===== src/design/prre_pkg.sv =====
// ----------------------------------------------------------------------------
// prre_pkg: shared types and constants of the rank engine
// Request and result structs, command codes and controller/datapath links.
// ----------------------------------------------------------------------------
`default_nettype none
package prre_pkg;

    localparam int MaxVertices  = 1024;
    localparam int DegreeBits   = 20;
    localparam int VertexBits   = 10;
    localparam int RankBits     = 32;
    localparam int DampingBits  = 16;
    localparam int CountBits    = 11;
    localparam int DampingReset = 55705;
    localparam int CountReset   = 1024;

    // Command codes of a request.
    localparam logic [1:0] CmdLoad   = 2'd0;
    localparam logic [1:0] CmdEdge   = 2'd1;
    localparam logic [1:0] CmdFinish = 2'd2;
    localparam logic [1:0] CmdRead   = 2'd3;

    // Configuration register indexes.
    localparam logic [0:0] CfgDamping = 1'b0;
    localparam logic [0:0] CfgCount   = 1'b1;

    typedef struct packed {
        logic [1:0]            command;
        logic [VertexBits-1:0] source_vertex;
        logic [VertexBits-1:0] target_vertex;
        logic [19:0]           out_degree;
    } t_request;

    typedef struct packed {
        logic [RankBits-1:0] rank_value;
        logic                iteration_done;
    } t_result;

    // Commands from the controller to the datapath.
    typedef struct packed {
        logic capture;   // latch the request
        logic rd_src;    // read degree and both banks at the source
        logic rd_walk;   // read next bank at the walk address
        logic div_start; // start the divider
        logic wr_load;   // write a load
        logic rd_dst;    // read next bank at the target
        logic wr_edge;   // write the saturated sum at the target
        logic mul_walk;  // register the damping product
        logic wr_walk;   // write both banks at the walk address
        logic walk_inc;  // step the walk address
        logic swap;      // swap banks
        logic emit;      // present the result
        logic tele_start;// start the teleport division
        logic onen_start;// start the 1/n division
    } t_ctrl;

    typedef struct packed {
        logic div_done;
        logic walk_last;
        logic src_ok;
        logic deg_zero;
    } t_status;

endpackage
`default_nettype wire


===== src/design/prre_controller.sv =====
// ----------------------------------------------------------------------------
// prre_controller: command sequencer of the rank engine
// Steps each request through reads, divisions, writes and the finish walk.
// ----------------------------------------------------------------------------
`default_nettype none
module prre_controller (
    input  wire logic               i_clk,
    input  wire logic               i_rst_n,
    input  wire logic               start,
    input  wire logic [1:0]         i_command,
    input  wire prre_pkg::t_status  i_status,
    output logic                    busy,
    output prre_pkg::t_ctrl         o_ctrl
);
    typedef enum logic [3:0] {
        S_IDLE, S_CHECK, S_READ, S_DIV, S_DST, S_WRITE, S_LOAD_DIV,
        S_TELE_DIV, S_WALK_RD, S_WALK_MUL, S_WALK_WR, S_EMIT
    } t_state;

    t_state r_state, n_state;
    logic   r_busy, n_busy;
    prre_pkg::t_ctrl n_ctrl;
    logic [1:0] r_cmd, n_cmd;

    // Next-state and command decode.
    always_comb begin
        n_state = r_state;
        n_busy  = r_busy;
        n_cmd   = r_cmd;
        n_ctrl  = '0;
        case (r_state)
            S_IDLE: begin
                if (start) begin
                    n_ctrl.capture = 1'b1;
                    n_cmd   = i_command;
                    n_busy  = 1'b1;
                    n_state = S_CHECK;
                end
            end
            S_CHECK: begin
                case (r_cmd)
                    prre_pkg::CmdFinish: begin
                        n_ctrl.tele_start = 1'b1;
                        n_state = S_TELE_DIV;
                    end
                    prre_pkg::CmdLoad: begin
                        if (i_status.src_ok) begin
                            n_ctrl.onen_start = 1'b1;
                            n_state = S_LOAD_DIV;
                        end else begin
                            n_ctrl.emit = 1'b1;
                            n_state = S_EMIT;
                        end
                    end
                    default: begin
                        if (i_status.src_ok) begin
                            n_ctrl.rd_src = 1'b1;
                            n_state = S_READ;
                        end else begin
                            n_ctrl.emit = 1'b1;
                            n_state = S_EMIT;
                        end
                    end
                endcase
            end
            S_READ: begin
                if (r_cmd == prre_pkg::CmdRead || i_status.deg_zero) begin
                    n_ctrl.emit = 1'b1;
                    n_state = S_EMIT;
                end else begin
                    n_ctrl.div_start = 1'b1;
                    n_state = S_DIV;
                end
            end
            S_DIV: begin
                if (i_status.div_done) begin
                    n_ctrl.rd_dst = 1'b1;
                    n_state = S_DST;
                end
            end
            S_DST: begin
                n_ctrl.wr_edge = 1'b1;
                n_state = S_WRITE;
            end
            S_WRITE: begin
                n_ctrl.emit = 1'b1;
                n_state = S_EMIT;
            end
            S_LOAD_DIV: begin
                if (i_status.div_done) begin
                    n_ctrl.wr_load = 1'b1;
                    n_state = S_WRITE;
                end
            end
            S_TELE_DIV: begin
                if (i_status.div_done) begin
                    n_ctrl.rd_walk = 1'b1;
                    n_state = S_WALK_RD;
                end
            end
            S_WALK_RD: begin
                n_ctrl.mul_walk = 1'b1;
                n_state = S_WALK_MUL;
            end
            S_WALK_MUL: begin
                // Write this slot; the last slot ends the walk, others advance.
                n_ctrl.wr_walk = 1'b1;
                if (i_status.walk_last) begin
                    n_ctrl.swap = 1'b1;
                    n_ctrl.emit = 1'b1;
                    n_state = S_EMIT;
                end else begin
                    n_ctrl.walk_inc = 1'b1;
                    n_state = S_WALK_WR;
                end
            end
            S_WALK_WR: begin
                // The address has advanced; read the next slot.
                n_ctrl.rd_walk = 1'b1;
                n_state = S_WALK_RD;
            end
            S_EMIT: begin
                n_busy  = 1'b0;
                n_state = S_IDLE;
            end
            default: begin
                n_state = S_IDLE;
                n_busy  = 1'b0;
            end
        endcase
    end

    // State, busy flag and captured command.
    always_ff @(posedge i_clk) begin
        if (!i_rst_n) begin
            r_state <= S_IDLE;
            r_busy  <= 1'b0;
            r_cmd   <= prre_pkg::CmdLoad;
        end else begin
            r_state <= n_state;
            r_busy  <= n_busy;
            r_cmd   <= n_cmd;
        end
    end

    // Commands act at the edge that ends the cycle they are decoded in.
    assign o_ctrl = n_ctrl;
    assign busy   = r_busy;
endmodule
`default_nettype wire


===== config.mk =====
export PLATFORM = sky130hd
export DESIGN_NAME = prre_controller
export DESIGN_NICKNAME = d
export VERILOG_FILES = /design/src/design/prre_pkg.sv /design/src/design/prre_controller.sv
export SDC_FILE = /design/constraint.sdc
export NUM_CORES = 1
export LEC_CHECK = 0
export BUFFER_PORTS_ARGS = -buffer_cell sky130_fd_sc_hd__buf_2
export CORE_MARGIN = 2
export CORE_UTILIZATION = 46
export DETAILED_ROUTE_END_ITERATION = 12
export GPL_TIMING_DRIVEN = 0
export PLACE_DENSITY = 0.81
export SLEW_MARGIN = 10
export SYNTH_ARGS = -nofsm -noshare
export SYNTH_HDL_FRONTEND = slang
export SYNTH_SLANG_ARGS = --single-unit
export TNS_END_PERCENT = 1

===== constraint.sdc =====
create_clock -name i_clk -period 2.1 [get_ports i_clk]
set_clock_uncertainty 0.15 [all_clocks]
set_input_delay 0.105 -clock i_clk [delete_from_list [all_inputs] [get_ports i_clk]]
set_output_delay 0.105 -clock i_clk [all_outputs]
set_load 0.05 [all_outputs]

### Yosys cells after proc, flatten, opt, wreduce, memory -nomap -nowiden

Index checks and enable logic that the tools add are counted.

| storage, ports and cells | value |
|---|---|
| register bits | 7 |
| bits of input ports | 9 |
| word-level logic and storage cells | 63 |

| operators by class | value |
|---|---|
| eq/ne operators | 16 |
| muxes and demuxes | 35 |
| bitwise gates (word level) | 1 |
| reductions and logical operators | 8 |

Operator list:

| operator | count |
|---|---|
| one-hot mux 4 bit (11 select lines) | 1 |
| 2-to-1 mux 4 bit | 7 |
| 2-to-1 mux 1 bit | 20 |
| == test 4 x 3 -> 1 bit, second input constant | 4 |
| == test 4 bit, second input constant | 3 |
| OR reduction 10 bit | 1 |
| == test 4 x 2 -> 1 bit, second input constant | 2 |
| inequality test 2 bit, second input constant | 4 |
| one-hot mux 4 bit (2 select lines) | 1 |
| == test 2 bit, second input constant | 2 |
| == test 4 x 1 -> 1 bit, second input constant | 1 |
| zero test 4 bit | 1 |
| 2-to-1 mux 2 bit | 2 |
| one-hot mux 1 bit (2 select lines) | 2 |
| one-hot mux 1 bit (4 select lines) | 1 |
| AND reduction 2 bit | 2 |
| AND reduction 4 bit | 1 |
| 2-to-1 mux 3 bit | 1 |
| zero test 2 bit | 1 |
| OR reduction 2 bit | 1 |
| logical OR 1 bit | 1 |
| inverter 1 bit | 1 |

### Logic depth before layout (Yosys ltp)

Gate-level depths: netlist of the first run.

| depth | value |
|---|---|
| depth after elaboration | 4 |
| depth in mapped cells | 5 |

### Least setup slack after synthesis of the first run

OpenSTA, ideal clock, no wires.

| timing | value |
|---|---|
| path type | flip-flop to output port |
| start | reg r_state[3] |
| end | out o_ctrl[10] in the netlist's numbering |
| data arrival time | 2.165 ns |
| data required time | 1.845 ns |
| setup slack | -0.320 ns |
| stages on the path, launching flop included | 4 |
| path buffers | 1 |
| path through | dfxtp_1 -> clkbuf_1 -> or4b_1 -> nor3b_1 |

RTL lines:

| what | RTL line | RTL |
|---|---|---|
| start, declared | prre_controller.sv:20 | `t_state r_state, n_state;` |
| start signal, assigned | prre_controller.sv:140 | `r_state <= n_state;` |
| end, declared | prre_controller.sv:13 | `output prre_pkg::t_ctrl o_ctrl` |

==> metrics, run 1 <==
Clock Root Buffer clkbuf_4; Slew Limit Fails 0; Worst Hold Class in -> reg; Setup crit start r_state[1]; Max-cap violations 0; CP Launch Type flop; Final WS setup 0.0533 ns; reg-to-reg startpoint r_state[1]; initial antenna violation count 0; number of synthesized flops with an enable pin 0; Syn Nets 97; worst ir drop on vdd 893 µV; slew margin rel. 0.735; Distinct cells, synth 33; grt total ovfl 0; GPL Wtd Cong about 0.85; arrival time at the worst endpoint 1.79 ns; setup TNS 0 ns; Chip Width 40.5 µm; Power per Cell Area about 1500 nW/µm²; CP Class reg -> out; sequential share of the synthesized area 0.228; Leak between 0.0003 and 0.0004 µW; Placement Cell Area 753 µm²; most common cell in the netlist nor2_1; TritonCTS Buffers 3; Period Utilization, post-route 0.975; Place WS ~0.19 ns; worst path cell trace or4b_4 -> a211oi_1 -> nor2_1 -> o21ai_0 -> buf_4; min cycle time layout 2.05 ns; R2R cell count 4; H-tree Lvls 1; Synth Register Bits 7; Global Route Usage Sum 0.218; IO Port Bufs 23; antenna viol nets, final 0; worst hold slack roughly 0.17 ns; final wirelength roughly 1600 µm; slowest CP cell or4b_4; detail-routed net length per standard cell 11.9 µm; clk sinks 7; insertion delay to the later sink of the worst-skew pair around 0.25 ns; ys async rst share 0; vias in the first global route 552; Crit path max-delay family simple AND/OR/NAND/NOR gates; status finished clean; Die Footprint between 1500 and 2000 µm²; slowest stage delay, CP between 0.5 and 0.6 ns; diode count 0; hold path cells 5; first-pass GRT wire length around 2400 µm; Initial DRC Count 9; FF/Latch Area about 140 µm²; Design Area, Final roughly 830 µm²; layout cells sized above 1 0.322; core footprint approximately 1300 µm²; Crit path depth 5; DR vias between 700 and 800; Critical Path Fanout Max 5; Nets 128; Buf+Inv Stages, Crit Path 1; final setup violating endpoints 0; post-synth top area cell dfxtp_1; initial core utilization 0.484; cells after synthesis 88; hold path start i_status[0]; Fin. Hold Viols 0; WP data required approximately 1.9 ns; Syn Area/Cell 6.98 µm²; Via density around 5.4; Clock Path Buffers 2; FP Rows 13; Yosys top cell area share 0.228; Crit. End Element primary output; Post-route DRC 0; clock slew at reported path FFs 0.05 ns; hpwl dp 1190 µm; First-pass DRT Iterations 5; Ys Warns 0; Top Ports 24; Fillers 120; synthesized area 614 µm²; largest net degree at the start of global routing 11; Slew @ Worst Pin roughly 0.4 ns; Synth top cells by count nor2_1, dfxtp_1, nand2_1; area occupied by multi-input gates 445 µm²; die height just over 40 µm; fmax about 490 MHz; synth-to-layout area growth 34.8%; top_reg_cell synth dfxtp_1; Area contributors post-synth dfxtp_1, nor2_1, o21ai_0; CTS tree yes
==> registers in the layout, indices dropped and copies added (netlist names) <==
| name | cells |
|---|---|
| busy | 1 |
| r_cmd | 2 |
| r_state | 4 |
==> layer usage <==
layer  track usage  up-vias  wire, µm  share of wire
met5             0        -         0              0
met4         0.100        0         0              0
met3        0.0167        0        52          0.033
met2         0.389       18       808           0.51
met1         0.260      332       726           0.46
li1              -      374         -              -
==> cells in the final DEF, fill, tap and decap left out, types with 3 or more instances in the layout <==
cell type | netlist | routed
a21oi_1 | 5 | 4
buf_2 | 0 | 21
clkbuf_1 | 5 | 4
clkbuf_4 | 0 | 4
dfxtp_1 | 7 | 6
dlygate4sd3_1 | 0 | 3
inv_1 | 6 | 6
nand2_1 | 7 | 7
nand3_1 | 3 | 3
nor2_1 | 14 | 14
nor2b_1 | 3 | 3
nor3_1 | 3 | 3
o21ai_0 | 6 | 6
==> worst reg2reg max path: stages (launching register included) <==
cell and delay, ns:
dfxtp_1 0.40, clkbuf_1 0.35, a31oi_1 0.20, or2_2 0.33, o22ai_1 0.18
==> kinds of logic (layout without fill, tap and decap cells) <==
| logic type | after synthesis | count (layout) | share of synthesized area |
|---|---|---|---|
| multiplexers | 2 | 2 | 0.0326 |
| buffers and inverters | 11 | 41 | 0.0672 |
| AND/OR/NAND/NOR | 44 | 44 | 0.409 |
| flip-flops | 7 | 7 | 0.228 |
| AO/OA/AOI/OAI | 24 | 24 | 0.263 |
==> where the power goes <==
part / leakage, µW / internal (µW) / switching (µW)
Clock: 0.0000150 / 72.3 / 46.8
Combinational: 0.000323 / 317 / 584
Sequential: 0.0000579 / 184 / 61.5
==> final timing paths <==
kind                end  slack, ns
min reg2reg        busy       0.32
min          r_state[3]       0.17
max           o_ctrl[2]       0.05
max reg2reg  r_state[0]       0.41
==> per-stage QoR <==
stage	cells	utilization	power (µW)
floorplan	88	-	926
global placement	126	0.594	1080
detailed placement	126	0.594	1100
CTS	133	0.644	1250
global route	133	0.653	1360
finish	133	0.653	1270
==> final cells by class <==
cell class	count	area share
plain buffers	5	0.0287
repair buffers	26	0.181
multi-input cells	70	0.538
flip-flops and latches	7	0.171
well taps	15	0.0227
inverters	6	0.0272
clock buffers	4	0.0317
==> repair_timing <==
item                                   in CTS  in global routing
endpoints found under the hold margin       5                  0
hold buffers                                3                  0
buffers inserted                            0                  0
cloned                                      0                  0
resized for setup                           3                  8
setup endpoints to repair                   1                  4
pin swaps                                   0                  1
(Power assumes the default switching activity.)
==> inputs of run 2 (changes only) <==
- CELL_PAD_IN_SITES_DETAIL_PLACEMENT: default -> 1
- CELL_PAD_IN_SITES_GLOBAL_PLACEMENT: default -> 1
- CORE_UTILIZATION: 46 -> 32
- PLACE_DENSITY: 0.81 -> 0.82
==> metrics, run 2 (same netlist as run 1, synthesis figures left out) <==
fmax 489 MHz (about the same); Nets 128 (unchanged); antenna viol nets, final 0 (unchanged); layout cells sized above 1 0.339 (+0.0169); IO Port Bufs 23 (unchanged); Chip Width 47.8 µm (+18%); FP Rows 15 (+2); status finished clean; clock slew at reported path FFs 0.06 ns (about the same); diode count 0 (unchanged); arrival time at the worst endpoint 1.79 ns (about the same); initial antenna violation count 0 (unchanged); Post-route DRC 0 (unchanged); Buf+Inv Stages, Crit Path 2 (+1); die height 47.8 µm (+18%); min cycle time layout 2.05 ns (-0.00101 ns); Power per Cell Area 1530 nW/µm² (+0.28%); CTS tree yes; CP Launch Type flop; worst hold slack 0.173 ns (+0.00735 ns); WP data required 1.85 ns (about the same); insertion delay to the later sink of the worst-skew pair 0.26 ns (about the same); most common cell after layout, fill and taps aside buf_2; unrepaired setup endpoints after global routing true; max reg flops 4 (unchanged); Global Route Usage Sum 0.186 (-0.0324); FF/Latch Area 144 µm² (+1.8%); hpwl dp 1480 µm (+24%); commonest cells after routing, fill and taps aside buf_2, nor2_1, nand2_1; Fin. Hold Viols 0 (unchanged); DR vias 756 (+4.4%); Leak 0.000400 µW (+1.1%); Top Ports 24 (unchanged); clk sinks 7 (unchanged); cell mode on critical path buf_4; grt total ovfl 0 (unchanged); slowest stage delay, CP 0.55 ns (-0.02 ns); Via density 5.29 (-2.9%); core footprint 1760 µm² (+39%); Initial DRC Count 6 (-3); Worst Hold Class in -> reg; slowest CP cell or4b_4; Top reg by flops r_state; Max-cap violations 0 (unchanged); final setup violating endpoints 0 (unchanged); slew margin rel. 0.731 (-0.00391); Crit. End Element primary output; GPL Wtd Cong 0.810 (-5.2%); area occupied by multi-input gates 450 µm² (+1.1%); CP Class reg -> out; H-tree Lvls 1 (unchanged); setup TNS 0 ns (unchanged); worst ir drop on vdd 721 µV (-19%); initial core utilization 0.348 (-0.136); worst path cell trace buf_4 -> or4b_4 -> a21oi_2 -> nor2_1 -> o21ai_0 -> buf_4; synth-to-layout area growth 38.3%; Placement Cell Area 766 µm² (+1.7%); first-pass GRT wire length 2920 µm (+24%); Clock Path Buffers 2 (unchanged); TritonCTS Buffers 3 (unchanged); Slew Limit Fails 0 (unchanged); detail-routed net length per standard cell 14.1 µm (+18%); final wirelength 2020 µm (+27%); largest net degree at the start of global routing 11 (unchanged); Critical Path Fanout Max 10 (+5); Design Area, Final 850 µm² (+2.6%); Fillers 249 (+110%); Crit path max-delay family simple AND/OR/NAND/NOR gates; First-pass DRT Iterations 3 (-2); Die Footprint 2290 µm² (+39%); vias in the first global route 645 (+17%); Slew @ Worst Pin 0.403 ns (+0.00586 ns); Clock Root Buffer clkbuf_4; Period Utilization, post-route 0.974 (about the same)
-- run 2: cell count changes in the layout (fill, tap and decap cells not counted) --
cell and change:
a211oi_1 -1, a211oi_2 +1, buf_4 +1, clkbuf_1 -1
clkbuf_4 -1, clkinv_2 +1, dfxtp_2 -1, dfxtp_4 +1
-- run 2: layout make-up --
class	count	share of cell area
repair buffers	26	0.177
clock inverters	1	0.00589
plain buffers	5	0.0280
well taps	25	0.0368
clock buffers	3	0.0265
multi-input cells	70	0.530
flip-flops and latches	7	0.169
inverters	6	0.0265
-- run 2: metrics by stage --
| step | util | std cells | setup slack (ns) | power (µW) |
|---|---|---|---|---|
| 3_5_place_dp | 0.434 | 136 | 0.154 | 1130 |
| 5_1_grt | 0.482 | 143 | 0.000607 | 1390 |
| 4_1_cts | 0.473 | 143 | 0.0164 | 1280 |
| 3_3_place_gp | 0.434 | 136 | 0.166 | 1100 |
| 2_1_floorplan | - | 88 | -0.186 | 926 |
| 6_report | 0.482 | 143 | 0.0544 | 1300 |
-- run 2: what timing repair did --
| item | in CTS | in global routing |
|---|---|---|
| pin swaps | 0 | 0 |
| resized for setup | 5 | 8 |
| setup endpoints to repair | 2 | 4 |
| buffers inserted | 0 | 0 |
| hold endpoints to repair | 4 | 0 |
| hold buffers | 3 | 0 |
-- run 2: path summary, 6_finish.rpt --
check	startpoint	end	slack, ns	cells past startpoint
worst max-delay path	r_state[3]	o_ctrl[2]	0.05	6
worst min-delay path	i_status[3]	r_state[3]	0.17	4
worst max register to register	r_state[1]	r_state[2]	0.40	4
worst min register to register	busy	busy	0.32	1
-- run 2: worst min-delay path, delay by kind of cell --
| kind | cells | cell delay (ns) |
|---|---|---|
| buffers and inverters | 1 | 0.11 |
| AOI/OAI and AO/OA | 3 | 0.32 |
-- run 2: power breakdown --
| group | internal (µW) | leakage, µW | total [µW] | switching, µW |
|---|---|---|---|---|
| combinational | 319 | 0.000324 | 921 | 602 |
| sequential | 187 | 0.0000582 | 254 | 66.4 |
| clock | 70.0 | 0.0000177 | 127 | 57.0 |
-- run 2: layer usage --
metal,routed length [µm],global-route usage,up-vias,share of wire
li1,-,-,376,-
met1,942,0.253,361,0.47
met2,984,0.296,17,0.49
met3,73,0.0453,2,0.036
met4,15,0.0432,0,0.0074
met5,0,0,-,0
==> inputs of run 3 (changes only) <==
- GPL_TIMING_DRIVEN: 0 -> default
==> metrics, run 3 (same netlist as run 1, synthesis figures left out) <==
diode count 0 (unchanged); Clock Root Buffer clkbuf_4; Place WS 0.213 ns (+0.0590 ns); Power per Cell Area 1560 nW/µm² (+1.7%); core footprint 1760 µm² (unchanged); WP data required 1.85 ns (about the same); Post-route DRC 0 (unchanged); hpwl dp 1520 µm (+2.6%); vias in the first global route 754 (+17%); Final WS setup 0.0814 ns (+0.0270 ns); first-pass GRT wire length 3190 µm (+9.5%); Crit. End Element primary output; Period Utilization, post-route 0.961 (-0.0129); Top Ports 24 (unchanged); Top reg by flops r_state; TritonCTS Buffers 3 (unchanged); Critical Path Fanout Max 4 (-6); H-tree Lvls 1 (unchanged); Nets 126 (-1.6%); synth-to-layout area growth 35.0%; Via density 5.35 (+1.3%); Worst Hold Class in -> reg; worst ir drop on vdd 668 µV (-7.3%); clock slew at reported path FFs 0.05 ns (about the same); max reg flops 4 (unchanged); min cycle time layout 2.02 ns (-0.0270 ns); DR vias 755 (-0.13%); layout cells sized above 1 0.328 (-0.0114); Slew Limit Fails 0 (unchanged); grt total ovfl 0 (unchanged); Initial DRC Count 16 (+10); fmax 495 MHz (+1.3%); Max-cap violations 0 (unchanged); unrepaired setup endpoints after global routing false; First-pass DRT Iterations 4 (+1); largest net degree at the start of global routing 17 (+6); GPL Wtd Cong 0.807 (-0.43%); setup TNS 0 ns (unchanged); CP Class reg -> out; clk sinks 7 (unchanged); commonest cells after routing, fill and taps aside buf_2, nor2_1, nand2_1; Clock Path Buffers 2 (unchanged); final wirelength 1960 µm (-2.6%); most common cell after layout, fill and taps aside buf_2; antenna viol nets, final 0 (unchanged); Chip Width 47.8 µm (unchanged); Slew @ Worst Pin 0.320 ns (-0.0830 ns); Leak 0.000398 µW (-0.55%); CP Launch Type flop; die height 47.8 µm (unchanged); status finished clean; Fillers 236 (-5.2%); FP Rows 15 (unchanged); initial antenna violation count 0 (unchanged); arrival time at the worst endpoint 1.76 ns (-0.03 ns); final setup violating endpoints 0 (unchanged); insertion delay to the later sink of the worst-skew pair 0.25 ns (about the same); Design Area, Final 830 µm² (-2.4%); CTS tree yes; initial core utilization 0.348 (unchanged); Placement Cell Area 777 µm² (+1.5%); Pwr Total 1290 µW (-0.67%); Die Footprint 2290 µm² (unchanged); worst hold slack 0.00968 ns (-0.164 ns); Fin. Hold Viols 0 (unchanged); detail-routed net length per standard cell 13.9 µm (-1.2%); Global Route Usage Sum 0.202 (+0.0161); IO Port Bufs 23 (unchanged); slew margin rel. 0.783 (+0.0524)
## run 3: worst paths after layout
path	from	endpoint	slack [ns]	cells after the start
setup / recovery	r_state[1]	o_ctrl[2]	0.08	5
hold / removal	i_rst_n	r_state[0]	0.01	3
setup reg to reg	r_state[2]	r_state[0]	0.45	5
hold reg to reg	busy	busy	0.32	1
## run 3: cell type report
cell class,instances,area (µm²),share of cell area
multi-input cells,70,438,0.528
repair buffers,29,170,0.205
flip-flops and latches,7,141,0.170
well taps,25,31.3,0.0377
clock buffers,4,26.3,0.0317
inverters,6,22.5,0.0271
## run 3: critical path: stages (launching register included)
cell and delay (ns):
dfxtp_1 0.34, or4b_4 0.59, a211oi_1 0.19, nor2_1 0.09, o21ai_0 0.08, buf_4 0.22
## run 3: through the flow
stage	instances	utilization
final	141	0.470
after global routing	141	0.470
after CTS	141	0.470
after detailed placement	135	0.440
after global placement	135	0.440
after floorplan	88	-
## run 3: report_power, final
part / internal, µW / total, µW / switching (µW)
Clock: 72.5 / 123 / 50.1
Sequential: 184 / 246 / 61.8
Combinational: 327 / 924 / 598
## run 3: routing by layer
metal	global-route usage	share of wire
met5	0	0
met4	0.119	0.032
met3	0.0377	0.045
met2	0.339	0.49
met1	0.237	0.43
## run 3: repair_timing
action / CTS / global route
setup buffers: 0 / 0
hold buffers: 2 / 0
setup endpoints to repair: 2 / 0
hold endpoints to repair: 2 / 0
resized for setup: 3 / 0
